<file path="src/yafp_pkg.sv">
// Package for the YUV alpha fade pixel pipeline: pixel types, Q16 coefficients, clamp helper.
`default_nettype none
package yafp_pkg;

	typedef struct packed {
		logic [7:0] cr;
		logic [7:0] cb;
		logic [7:0] luma;
	} ycc_t;

	typedef struct packed {
		logic [7:0] b;
		logic [7:0] g;
		logic [7:0] r;
	} rgb_t;

	localparam int SumW = 27;

	localparam logic signed [SumW-1:0] K_Y  = 27'sd76309;
	localparam logic signed [SumW-1:0] K_RV = 27'sd104597;
	localparam logic signed [SumW-1:0] K_GU = -27'sd25675;
	localparam logic signed [SumW-1:0] K_GV = -27'sd53279;
	localparam logic signed [SumW-1:0] K_BU = 27'sd132201;

	localparam int BackW = 25;

	localparam logic signed [BackW-1:0] K_YR = 25'sd16829;
	localparam logic signed [BackW-1:0] K_YG = 25'sd33039;
	localparam logic signed [BackW-1:0] K_YB = 25'sd6416;
	localparam logic signed [BackW-1:0] K_UR = -25'sd9714;
	localparam logic signed [BackW-1:0] K_UG = -25'sd19071;
	localparam logic signed [BackW-1:0] K_UB = 25'sd28784;
	localparam logic signed [BackW-1:0] K_VR = 25'sd28784;
	localparam logic signed [BackW-1:0] K_VG = -25'sd24103;
	localparam logic signed [BackW-1:0] K_VB = -25'sd4681;

	localparam logic signed [BackW-1:0] OFS_Y = 25'sd1048576;
	localparam logic signed [BackW-1:0] OFS_C = 25'sd8388608;

	// Drop the fraction of a Q16 sum and clamp it to 0..255.
	function automatic logic [7:0] clamp_q16(input logic signed [SumW-1:0] q);
		logic [7:0] res;
		if (q[SumW-1]) begin
			res = 8'd0;
		end else if (q[SumW-2:24] != '0) begin
			res = 8'd255;
		end else begin
			res = q[23:16];
		end
		return res;
	endfunction

endpackage
`default_nettype wire

</file>
<file path="src/yafp_yuv2rgb.sv">
// YCbCr to RGB conversion in two pipeline stages: products, then sums and clamp.
`default_nettype none
module yafp_yuv2rgb
	import yafp_pkg::*;
(
	input  wire logic clk,
	input  wire logic arst_n,
	input  wire logic en,
	input  wire logic in_valid,
	input  wire ycc_t in_pix,
	output logic      out_valid,
	output rgb_t      out_pix,
	output logic      mid_valid
);

	logic signed [8:0]      y_d, u_d, v_d;
	logic signed [SumW-1:0] y_x, u_x, v_x;
	logic signed [SumW-1:0] p_y_s1, p_rv_s1, p_gu_s1, p_gv_s1, p_bu_s1;
	logic                   valid_s1, valid_s2;
	logic signed [SumW-1:0] sum_r, sum_g, sum_b;
	rgb_t                   rgb_s2;

	assign y_d = $signed({1'b0, in_pix.luma}) - 9'sd16;
	assign u_d = $signed({1'b0, in_pix.cb}) - 9'sd128;
	assign v_d = $signed({1'b0, in_pix.cr}) - 9'sd128;
	assign y_x = SumW'(y_d);
	assign u_x = SumW'(u_d);
	assign v_x = SumW'(v_d);

	always_ff @(posedge clk or negedge arst_n) begin
		if (!arst_n) begin
			valid_s1 <= 1'b0;
			valid_s2 <= 1'b0;
		end else if (en) begin
			valid_s1 <= in_valid;
			valid_s2 <= valid_s1;
		end
	end

	always_ff @(posedge clk) begin
		if (en) begin
			p_y_s1  <= y_x * K_Y;
			p_rv_s1 <= v_x * K_RV;
			p_gu_s1 <= u_x * K_GU;
			p_gv_s1 <= v_x * K_GV;
			p_bu_s1 <= u_x * K_BU;
		end
	end

	assign sum_r = p_y_s1 + p_rv_s1;
	assign sum_g = p_y_s1 + p_gu_s1 + p_gv_s1;
	assign sum_b = p_y_s1 + p_bu_s1;

	always_ff @(posedge clk) begin
		if (en) begin
			rgb_s2.r <= clamp_q16(sum_r);
			rgb_s2.g <= clamp_q16(sum_g);
			rgb_s2.b <= clamp_q16(sum_b);
		end
	end

	assign out_valid = valid_s2;
	assign out_pix   = rgb_s2;
	assign mid_valid = valid_s1;

endmodule
`default_nettype wire

</file>
<file path="src/yafp_fade.sv">
// Fade stage: scale each RGB channel by level / 256, floored.
`default_nettype none
module yafp_fade
	import yafp_pkg::*;
(
	input  wire logic       clk,
	input  wire logic       arst_n,
	input  wire logic       en,
	input  wire logic [7:0] level,
	input  wire logic       in_valid,
	input  wire rgb_t       in_pix,
	output logic            out_valid,
	output rgb_t            out_pix
);

	logic [15:0] prod_r, prod_g, prod_b;
	logic        valid_s3;
	rgb_t        rgb_s3;

	assign prod_r = level * in_pix.r;
	assign prod_g = level * in_pix.g;
	assign prod_b = level * in_pix.b;

	always_ff @(posedge clk or negedge arst_n) begin
		if (!arst_n) begin
			valid_s3 <= 1'b0;
		end else if (en) begin
			valid_s3 <= in_valid;
		end
	end

	always_ff @(posedge clk) begin
		if (en) begin
			rgb_s3.r <= prod_r[15:8];
			rgb_s3.g <= prod_g[15:8];
			rgb_s3.b <= prod_b[15:8];
		end
	end

	assign out_valid = valid_s3;
	assign out_pix   = rgb_s3;

endmodule
`default_nettype wire

</file>
<file path="src/yafp_rgb2yuv.sv">
// RGB to YCbCr conversion in two pipeline stages: products, then offset sums and clamp.
`default_nettype none
module yafp_rgb2yuv
	import yafp_pkg::*;
(
	input  wire logic clk,
	input  wire logic arst_n,
	input  wire logic en,
	input  wire logic in_valid,
	input  wire rgb_t in_pix,
	output logic      out_valid,
	output ycc_t      out_pix,
	output logic      mid_valid
);

	logic signed [BackW-1:0] r_x, g_x, b_x;
	logic signed [BackW-1:0] p_yr_s4, p_yg_s4, p_yb_s4;
	logic signed [BackW-1:0] p_ur_s4, p_ug_s4, p_ub_s4;
	logic signed [BackW-1:0] p_vr_s4, p_vg_s4, p_vb_s4;
	logic                    valid_s4, valid_s5;
	logic signed [BackW-1:0] sum_y, sum_u, sum_v;
	ycc_t                    ycc_s5;

	assign r_x = $signed({{(BackW-8){1'b0}}, in_pix.r});
	assign g_x = $signed({{(BackW-8){1'b0}}, in_pix.g});
	assign b_x = $signed({{(BackW-8){1'b0}}, in_pix.b});

	always_ff @(posedge clk or negedge arst_n) begin
		if (!arst_n) begin
			valid_s4 <= 1'b0;
			valid_s5 <= 1'b0;
		end else if (en) begin
			valid_s4 <= in_valid;
			valid_s5 <= valid_s4;
		end
	end

	always_ff @(posedge clk) begin
		if (en) begin
			p_yr_s4 <= r_x * K_YR;
			p_yg_s4 <= g_x * K_YG;
			p_yb_s4 <= b_x * K_YB;
			p_ur_s4 <= r_x * K_UR;
			p_ug_s4 <= g_x * K_UG;
			p_ub_s4 <= b_x * K_UB;
			p_vr_s4 <= r_x * K_VR;
			p_vg_s4 <= g_x * K_VG;
			p_vb_s4 <= b_x * K_VB;
		end
	end

	assign sum_y = p_yr_s4 + p_yg_s4 + p_yb_s4 + OFS_Y;
	assign sum_u = p_ur_s4 + p_ug_s4 + p_ub_s4 + OFS_C;
	assign sum_v = p_vr_s4 + p_vg_s4 + p_vb_s4 + OFS_C;

	always_ff @(posedge clk) begin
		if (en) begin
			ycc_s5.luma <= clamp_q16(SumW'(sum_y));
			ycc_s5.cb   <= clamp_q16(SumW'(sum_u));
			ycc_s5.cr   <= clamp_q16(SumW'(sum_v));
		end
	end

	assign out_valid = valid_s5;
	assign out_pix   = ycc_s5;
	assign mid_valid = valid_s4;

endmodule
`default_nettype wire

</file>
<file path="src/yuv_alpha_fade_pixel.sv">
// Top level of the YUV alpha fade pixel pipeline.
// An accepted input beat passes through the registered stages s1, s2, s3, s4 and s5 on its way to the output.
// Throughput: one pixel per cycle; the whole pipeline holds while an output beat waits.
// Reset: arst_n clears all stage valid bits and sets the fade level to 255.
`default_nettype none
module yuv_alpha_fade_pixel
	import yafp_pkg::*;
(
	input  wire logic        clk,
	input  wire logic        arst_n,
	input  wire logic        cfg_valid,
	output logic             cfg_ready,
	input  wire logic [7:0]  cfg_data,   // fade_level
	input  wire logic        s_tvalid,
	output logic             s_tready,
	input  wire logic [23:0] s_tdata,    // luma_in, cb_in, cr_in
	output logic             m_tvalid,
	input  wire logic        m_tready,
	output logic [23:0]      m_tdata     // luma_out, cb_out, cr_out
);

	logic [7:0] fade_q;
	logic       adv;
	logic       v1, v2, v3, v4;
	rgb_t       rgb_conv, rgb_faded;
	ycc_t       ycc_out;

	// Advance the whole pipeline unless a finished beat is held at the output.
	assign adv       = !m_tvalid || m_tready;
	assign s_tready  = adv;
	assign cfg_ready = 1'b1;

	always_ff @(posedge clk or negedge arst_n) begin
		if (!arst_n) begin
			fade_q <= 8'd255;
		end else if (cfg_valid) begin
			fade_q <= cfg_data;
		end
	end

	yafp_yuv2rgb u_yuv2rgb (
		.clk       (clk),
		.arst_n    (arst_n),
		.en        (adv),
		.in_valid  (s_tvalid),
		.in_pix    (ycc_t'(s_tdata)),
		.out_valid (v2),
		.out_pix   (rgb_conv),
		.mid_valid (v1)
	);

	yafp_fade u_fade (
		.clk       (clk),
		.arst_n    (arst_n),
		.en        (adv),
		.level     (fade_q),
		.in_valid  (v2),
		.in_pix    (rgb_conv),
		.out_valid (v3),
		.out_pix   (rgb_faded)
	);

	yafp_rgb2yuv u_rgb2yuv (
		.clk       (clk),
		.arst_n    (arst_n),
		.en        (adv),
		.in_valid  (v3),
		.in_pix    (rgb_faded),
		.out_valid (m_tvalid),
		.out_pix   (ycc_out),
		.mid_valid (v4)
	);

	assign m_tdata = ycc_out;

`ifndef SYNTHESIS
	a_stall_freezes: assert property (@(posedge clk) disable iff (!arst_n)
		!adv |=> $stable({v1, v2, v3, v4, m_tvalid}))
		else $error("pipeline valid bits moved during a stall");

	a_luma_range: assert property (@(posedge clk) disable iff (!arst_n)
		m_tvalid |-> (m_tdata[7:0] >= 8'd16 && m_tdata[7:0] <= 8'd235))
		else $error("faded luma outside 16..235");

	a_chroma_range: assert property (@(posedge clk) disable iff (!arst_n)
		m_tvalid |-> (m_tdata[15:8] >= 8'd16 && m_tdata[15:8] <= 8'd240 &&
			m_tdata[23:16] >= 8'd16 && m_tdata[23:16] <= 8'd240))
		else $error("faded chroma outside 16..240");
`endif

endmodule
`default_nettype wire

</file>
<file path="config.mk">
export PLATFORM = sky130hd
export DESIGN_NAME = yuv_alpha_fade_pixel
export DESIGN_NICKNAME = d
export VERILOG_FILES = /design/src/yafp_pkg.sv /design/src/yafp_yuv2rgb.sv /design/src/yafp_fade.sv /design/src/yafp_rgb2yuv.sv /design/src/yuv_alpha_fade_pixel.sv
export SDC_FILE = /design/constraint.sdc
export NUM_CORES = 2
export LEC_CHECK = 0
export BUFFER_PORTS_ARGS = -buffer_cell sky130_fd_sc_hd__buf_2
export CORE_ASPECT_RATIO = 1.25
export CORE_MARGIN = 3
export CORE_UTILIZATION = 65
export CTS_BUF_LIST = sky130_fd_sc_hd__clkbuf_8
export CTS_CLUSTER_DIAMETER = 200
export CTS_CLUSTER_SIZE = 12
export DETAILED_ROUTE_END_ITERATION = 7
export GPL_TIMING_DRIVEN = 0
export PLACE_DENSITY = 0.82
export SLEW_MARGIN = 20
export SYNTH_ARGS = -nofsm -noshare
export SYNTH_HDL_FRONTEND = slang
export SYNTH_SLANG_ARGS = --single-unit
</file>
<file path="constraint.sdc">
create_clock -name clk -period 28.8 [get_ports clk]
set_input_delay 0 -clock clk [delete_from_list [all_inputs] [get_ports clk]]
set_output_delay 0 -clock clk [all_outputs]
set_load 0.1 [all_outputs]
</file>
**After elaboration in Yosys (flattened, before gate mapping)**

Cells that the tools add are included.

- Word-level logic and storage cells: 70
- Output and inout bits: 27
- Input port bits: 37
- Bits in registers: 432

- $mul: 17
- Mux-type cells: 3
- Reduce and logical (&&, ||, !) cells: 5
- $add $sub $neg: 16

Operators by type and width:

| operator | number |
|---|---|
| $add 25x25->25 | 6 |
| $add 27x27->27 | 4 |
| $mul 9x16->25 const B | 3 |
| $mul 9x18->27 const B | 2 |
| $add 25x25->25 const B | 2 |
| $mul 8x8->16 | 3 |
| $mul 9x14->23 const B | 2 |
| $mul 8x11->19 const B | 2 |
| $mul 9x19->27 const B | 1 |
| $mul 9x17->26 const B | 1 |
| $add 25x22->25 const B | 1 |
| $mul 8x16->24 const B | 1 |
| $mux 8 | 3 |
| $mul 8x15->23 const B | 1 |
| $sub 8x8->9 const B | 2 |
| $mul 8x9->17 const B | 1 |
| $sub 8x5->9 const B | 1 |
| $reduce_bool 2->1 | 3 |
| $logic_not 1->1 | 1 |
| $logic_or 1x1->1 | 1 |

**Depth between registers and ports, before layout**

- Depth in word-level cells: 4
- Mapped depth: 22
- Depth with buffers taken out: 22

**Cells and area by module**

From an unflattened synthesis, not the netlist that was laid out.

- Cells, all modules: 4,699
- Area, all modules: 50,382.1 um2

By module, submodules not included:

| module | area an instance (um2) | cells an instance | times used |
|---|---|---|---|
| yafp_rgb2yuv | 24,529.8 | 2,270 | 1 |
| yafp_yuv2rgb | 18,728.0 | 1,685 | 1 |
| yafp_fade | 6,765.2 | 724 | 1 |
| yuv_alpha_fade_pixel | 359.1 | 20 | 1 |

**Least setup slack after synthesis**

No wires, ideal clock.

- Path type: reg-to-reg
- Start point: reg u_rgb2yuv.valid_s5 (netlist: u_rgb2yuv.out_valid)
- End point: reg u_fade.valid_s3 (netlist: u_fade.out_valid)
- Path buffers: 1
- Stages on the path, launching flop included: 4
- Setup time: 0.128 ns
- Arrival: 13.885 ns
- Period minus slack after synthesis: 14.013 ns
- Data required time: 28.672 ns
- Slack: 14.787 ns
- Path through: dfrtp_1 > nand2b_1 > clkbuf_1 > mux2_2

- Longest elaborated chain between the ends: 2

RTL lines:

| what | RTL line | text |
|---|---|---|
| from (decl) | yafp_rgb2yuv.sv:20 | `logic valid_s4, valid_s5;` |
| from (signal assigned) | yafp_rgb2yuv.sv:34 | `valid_s5 <= valid_s4;` |
| $logic_not 1->1 | yuv_alpha_fade_pixel.sv:29 | `assign adv = !m_tvalid \|\| m_tready;` |
| $logic_or 1x1->1 | yuv_alpha_fade_pixel.sv:29 |  |
| net s_tready | yuv_alpha_fade_pixel.sv:15 | `output logic s_tready,` |
| to (signal assigned) | yafp_fade.sv:28 | `valid_s3 <= in_valid;` |
| to (decl) | yafp_fade.sv:17 | `logic valid_s3;` |

The timed path passes the listed nets, and every way through them passes these cells.
A chain may end at the register's enable or synchronous reset.

**Final worst setup path**

- Start point: reg u_fade.rgb_s3 (netlist bit u_fade.out_pix[17])
- End point: reg u_rgb2yuv.p_vb_s4[23] (data pin)

- Longest elaborated chain between the ends: 1

RTL lines:

| what | RTL line | text |
|---|---|---|
| from (decl) | yafp_fade.sv:18 | `rgb_t rgb_s3;` |
| $mul 9x14->23 | yafp_rgb2yuv.sv:48 | `p_vb_s4 <= b_x * K_VB;` |
| to (signal assigned) | yafp_rgb2yuv.sv:48 |  |
| to (decl) | yafp_rgb2yuv.sv:19 | `logic signed [BackW-1:0] p_vr_s4, p_vg_s4, p_vb_s4;` |

No other way between the ends.

==> metrics.md <==
| Metric | Value |
|---|---|
| Initial antenna violation count | 1 |
| Fin nets | 6171 |
| Routed len/inst | 19.9 um |
| Crit path time final | 6.02 ns |
| Multi-input combinational cell area | roughly 34000 um2 |
| I/O pins | 64 |
| Initial core utilization | 0.662 |
| Synth warnings | 0 |
| Xor/xnor share of the synthesized area | 0.0552 |
| Row Count | around 110 |
| Final setup viols | 0 |
| Pin count of the biggest net entering global routing | 59 |
| DRT Pass-1 Iters | 5 |
| Max-slew violations | 0 |
| Register clock-pin slew on the reported worst setup and hold paths | about 0.10 ns |
| Detail Route Antenna Nets | 0 |
| Total grt overflow | 0 |
| All-Layer GR Usage | 0.293 |
| Yosys top cell by area | ha_1 |
| Critical path's slowest cell | edfxtp_1 |
| Synthesized flop and latch total | roughly 400 |
| R2R Path Start | u_fade.out_pix[17]$_DFFE_PP_ |
| Count of routing violations after the opening detailed-route iteration | 1456 |
| Area grow syn2layout | 5.43% |
| Top cell type's share of synthesized area | 0.253 |
| # Post-CTS Setup Buffers | 0 |
| Most common cell after layout, fill and taps aside | ha_1 |
| Root buf cell | clkbuf_8 |
| Simple-gate portion of the synthesized area | 0.0767 |
| Hold_sp | s_tvalid |
| Synth Area in Adders | 0.471 |
| Fraction of synthesized area in multiplexers | 0.00425 |
| Average vias per placed instance | around 5.8 |
| Setup CP Type | flop to flop |
| Setup TNS | 0 ns |
| Die X-Extent | 251 um |
| Port Buffers | 61 |
| Ys async rst share | 0.0324 |
| Total wire length | 111000 um |
| PostCTS Resize Cnt | 0 |
| Hold Crit Depth | 3 |
| Fin. Hold Viols | 0 |
| Maxcap violations | 0 |
| FF-to-FF End | u_rgb2yuv.p_vb_s4[23]$_DFFE_PP_ |
| Core Region | 73900 um2 |
| Fillcell total | 5334 |
| Post-synthesis cell type count | 85 |
| Clock sinks | 401 |
| Crit path from | u_fade.out_pix[17]$_DFFE_PP_ |
| Detail Placement HPWL | just over 90000 um |
| Post-synth net total | 6025 |
| Cells after Synth | 4466 |
| Post-synth EDFFs | ~390 |
| CTS Buffer Depth | 3 |
| Slew of the pin with the lowest slew margin | 0.983 ns |
| Hold Path Class | primary input to flop |
| Most frequent cells in the layout | 989 x ha_1, 822 x inv_1, 533 x fa_1 |
| Synth area leaders | ha_1 25%, edfxtp_1 24%, fa_1 22%, inv_1 6.3%, xnor2_1 4.1% |
| CTS tree | done |
| Critical path fanouts, max | 8 |
| Worst reg2reg path depth | 16 |
| Arrival time worst endpoint | around 6.4 ns |
| Status | finished, final reports clean |
| F_max | 166 MHz |
| Die Y | approximately 310 um |
| Rel. slew slack | 0.339 |
| Gpl congestion | 0.943 |
| FF/Latch Area | 12000 um2 |
| Crit. End Element | flop |
| Seq/Total Area, Yosys | 0.245 |
| Skew final | 0.0583 ns |
| RSZ-0062 raised after global routing | no |
| Die ar. | 78600 um2 |
| CP Data Required Time | just under 30 ns |
| Compound-gate portion of the synthesized area | 0.0828 |
| Main combinational cell family by area after synthesis | adder cells |
| Total number of vias | 32500 |
| First-pass GRT wire length | 180000 um |
| CTS buffer count | 39 |
| Syn avg cell area | roughly 11 um2 |
| Worst-skew pair later-pin latency | 0.67 ns |
| DRC | 0 |
| Htree depth | 2 |
| CP cell instances | ha_1, inv_1, fa_1, inv_1, fa_1, fa_1, ha_1, a21oi_1, nand2_1, a21oi_1, inv_1, o21ai_0, a21boi_1, o41ai_1, o211ai_1, xnor2_1 |
| Crit path launch type | flop |
| Share of layout cells above drive strength 1 | 0.0392 |
| Hold worst-path end | u_yuv2rgb.mid_valid$_DFFE_PN0P_ |
| R2R Setup Slk | ~23 ns |
| Slowest Stage Delay on Critical Path | 0.90 ns |
| Top_reg_cell synth | edfxtp_1 |
| Fin crit share | 0.209 |
| Vias in the first global route | 35200 |
| Post-Syn Area | 48900 um2 |
-- through the flow --
| stage | hold slack [ns] | setup WS [ns] | cells | utilization | instance area (um2) |
|---|---|---|---|---|---|
| after global placement | -0.107 | 11.72 | 5487 | 0.682 | 50400 |
| after detailed placement | -0.0964 | 22.63 | 5494 | 0.684 | 50600 |
| after floorplan | -0.296 | 14.79 | 4466 | - | 48900 |
| after CTS | 0.0695 | 22.84 | 5581 | 0.698 | 51500 |
| after global routing | 0.121 | 22.52 | 5582 | 0.698 | 51500 |
| final | 0.111 | 22.78 | 5582 | 0.698 | 51500 |
-- state kept, by name (all words and copies together) (netlist names), 24 cells and up --
signal and count:
u_fade.out_pix 24, u_rgb2yuv.out_pix 24, u_rgb2yuv.p_vg_s4 25, u_yuv2rgb.out_pix 24, u_yuv2rgb.p_bu_s1 27, u_yuv2rgb.p_gv_s1 26
u_yuv2rgb.p_rv_s1 25, u_yuv2rgb.p_y_s1 27
-- final cells by class --
cell class	count	share of cell area
Clock buffer	39	0.0104
Multi-Input combinational cell	3227	0.655
Inverter	815	0.0594
Clock inverter	11	0.00112
Timing Repair Buffer	105	0.0166
Buffer	23	0.00182
Tap cell	960	0.0233
Sequential cell	401	0.233
Antenna cell	1	0.0000486
-- worst max path at each step --
| stage | to | slack (ns) | cells past startpoint |
|---|---|---|---|
| floorplan | u_fade.out_valid$_DFFE_PN0P_ | 14.79 | 3 |
| global placement | s_tready | 11.72 | 3 |
| detailed placement | u_yuv2rgb.p_y_s1[25]$_DFFE_PP_ | 22.63 | 22 |
| CTS | u_rgb2yuv.p_vb_s4[23]$_DFFE_PP_ | 22.84 | 16 |
| global route | u_rgb2yuv.p_vb_s4[23]$_DFFE_PP_ | 22.52 | 16 |
| finish | u_rgb2yuv.p_vb_s4[23]$_DFFE_PP_ | 22.78 | 16 |
-- kinds of logic (layout without fill, tap and decap cells) --
family,Yosys count,count (layout)
buffers and inverters,838,993
AO/OA/AOI/OAI,608,608
flip-flops,401,401
multiplexers,19,19
AND/OR/NAND/NOR,770,770
XOR/XNOR,307,307
adder cells (fa/ha/maj),1522,1522
other,1,2
-- per-layer routing --
metal,GRT usage,part of all wire
met5,0,0
met4,0.226,0.096
met3,0.0340,0.035
met2,0.541,0.52
met1,0.302,0.35
-- critical path, delay by kind of cell (launching register included) --
kind / cells / cell delay (ns)
XOR/XNOR: 1 / 0.15
AO/OA/AOI/OAI: 6 / 1.40
AND/OR/NAND/NOR: 1 / 0.06
adder cells (fa/ha/maj): 5 / 2.67
buffers and inverters: 3 / 0.57
flip-flops: 1 / 0.90
-- cells in the mapped netlist, drive strengths merged (8+ instances only) --
| master | instances |
|---|---|
| ha | 989 |
| xnor2 | 228 |
| clkbuf | 20 |
| a21boi | 17 |
| o21bai | 21 |
| edfxtp | 388 |
| nand4 | 13 |
| o21a | 36 |
| nor3 | 57 |
| o211ai | 16 |
| or3 | 10 |
| inv | 815 |
| o41ai | 8 |
| nor2 | 193 |
| nand2 | 206 |
| a21o | 74 |
| fa | 533 |
| and2 | 113 |
| or2 | 17 |
| dfstp | 8 |
| o31ai | 9 |
| nand2b | 17 |
| xor2 | 79 |
| nand3 | 44 |
| a31o | 15 |
| a21oi | 197 |
| a31oi | 22 |
| o21ai | 99 |
| a211oi | 23 |
| nor2b | 55 |
| and3 | 17 |
| mux2 | 14 |
-- repair_timing --
action | 4_1_cts | 5_1_grt
hold endpoints to repair | 43 | 0
hold buffers | 37 | 0
setup endpoints to repair | 0 | 0
Power is not shown: default switching activity piles up to over one toggle a cycle in this logic, so the estimate is an artifact.
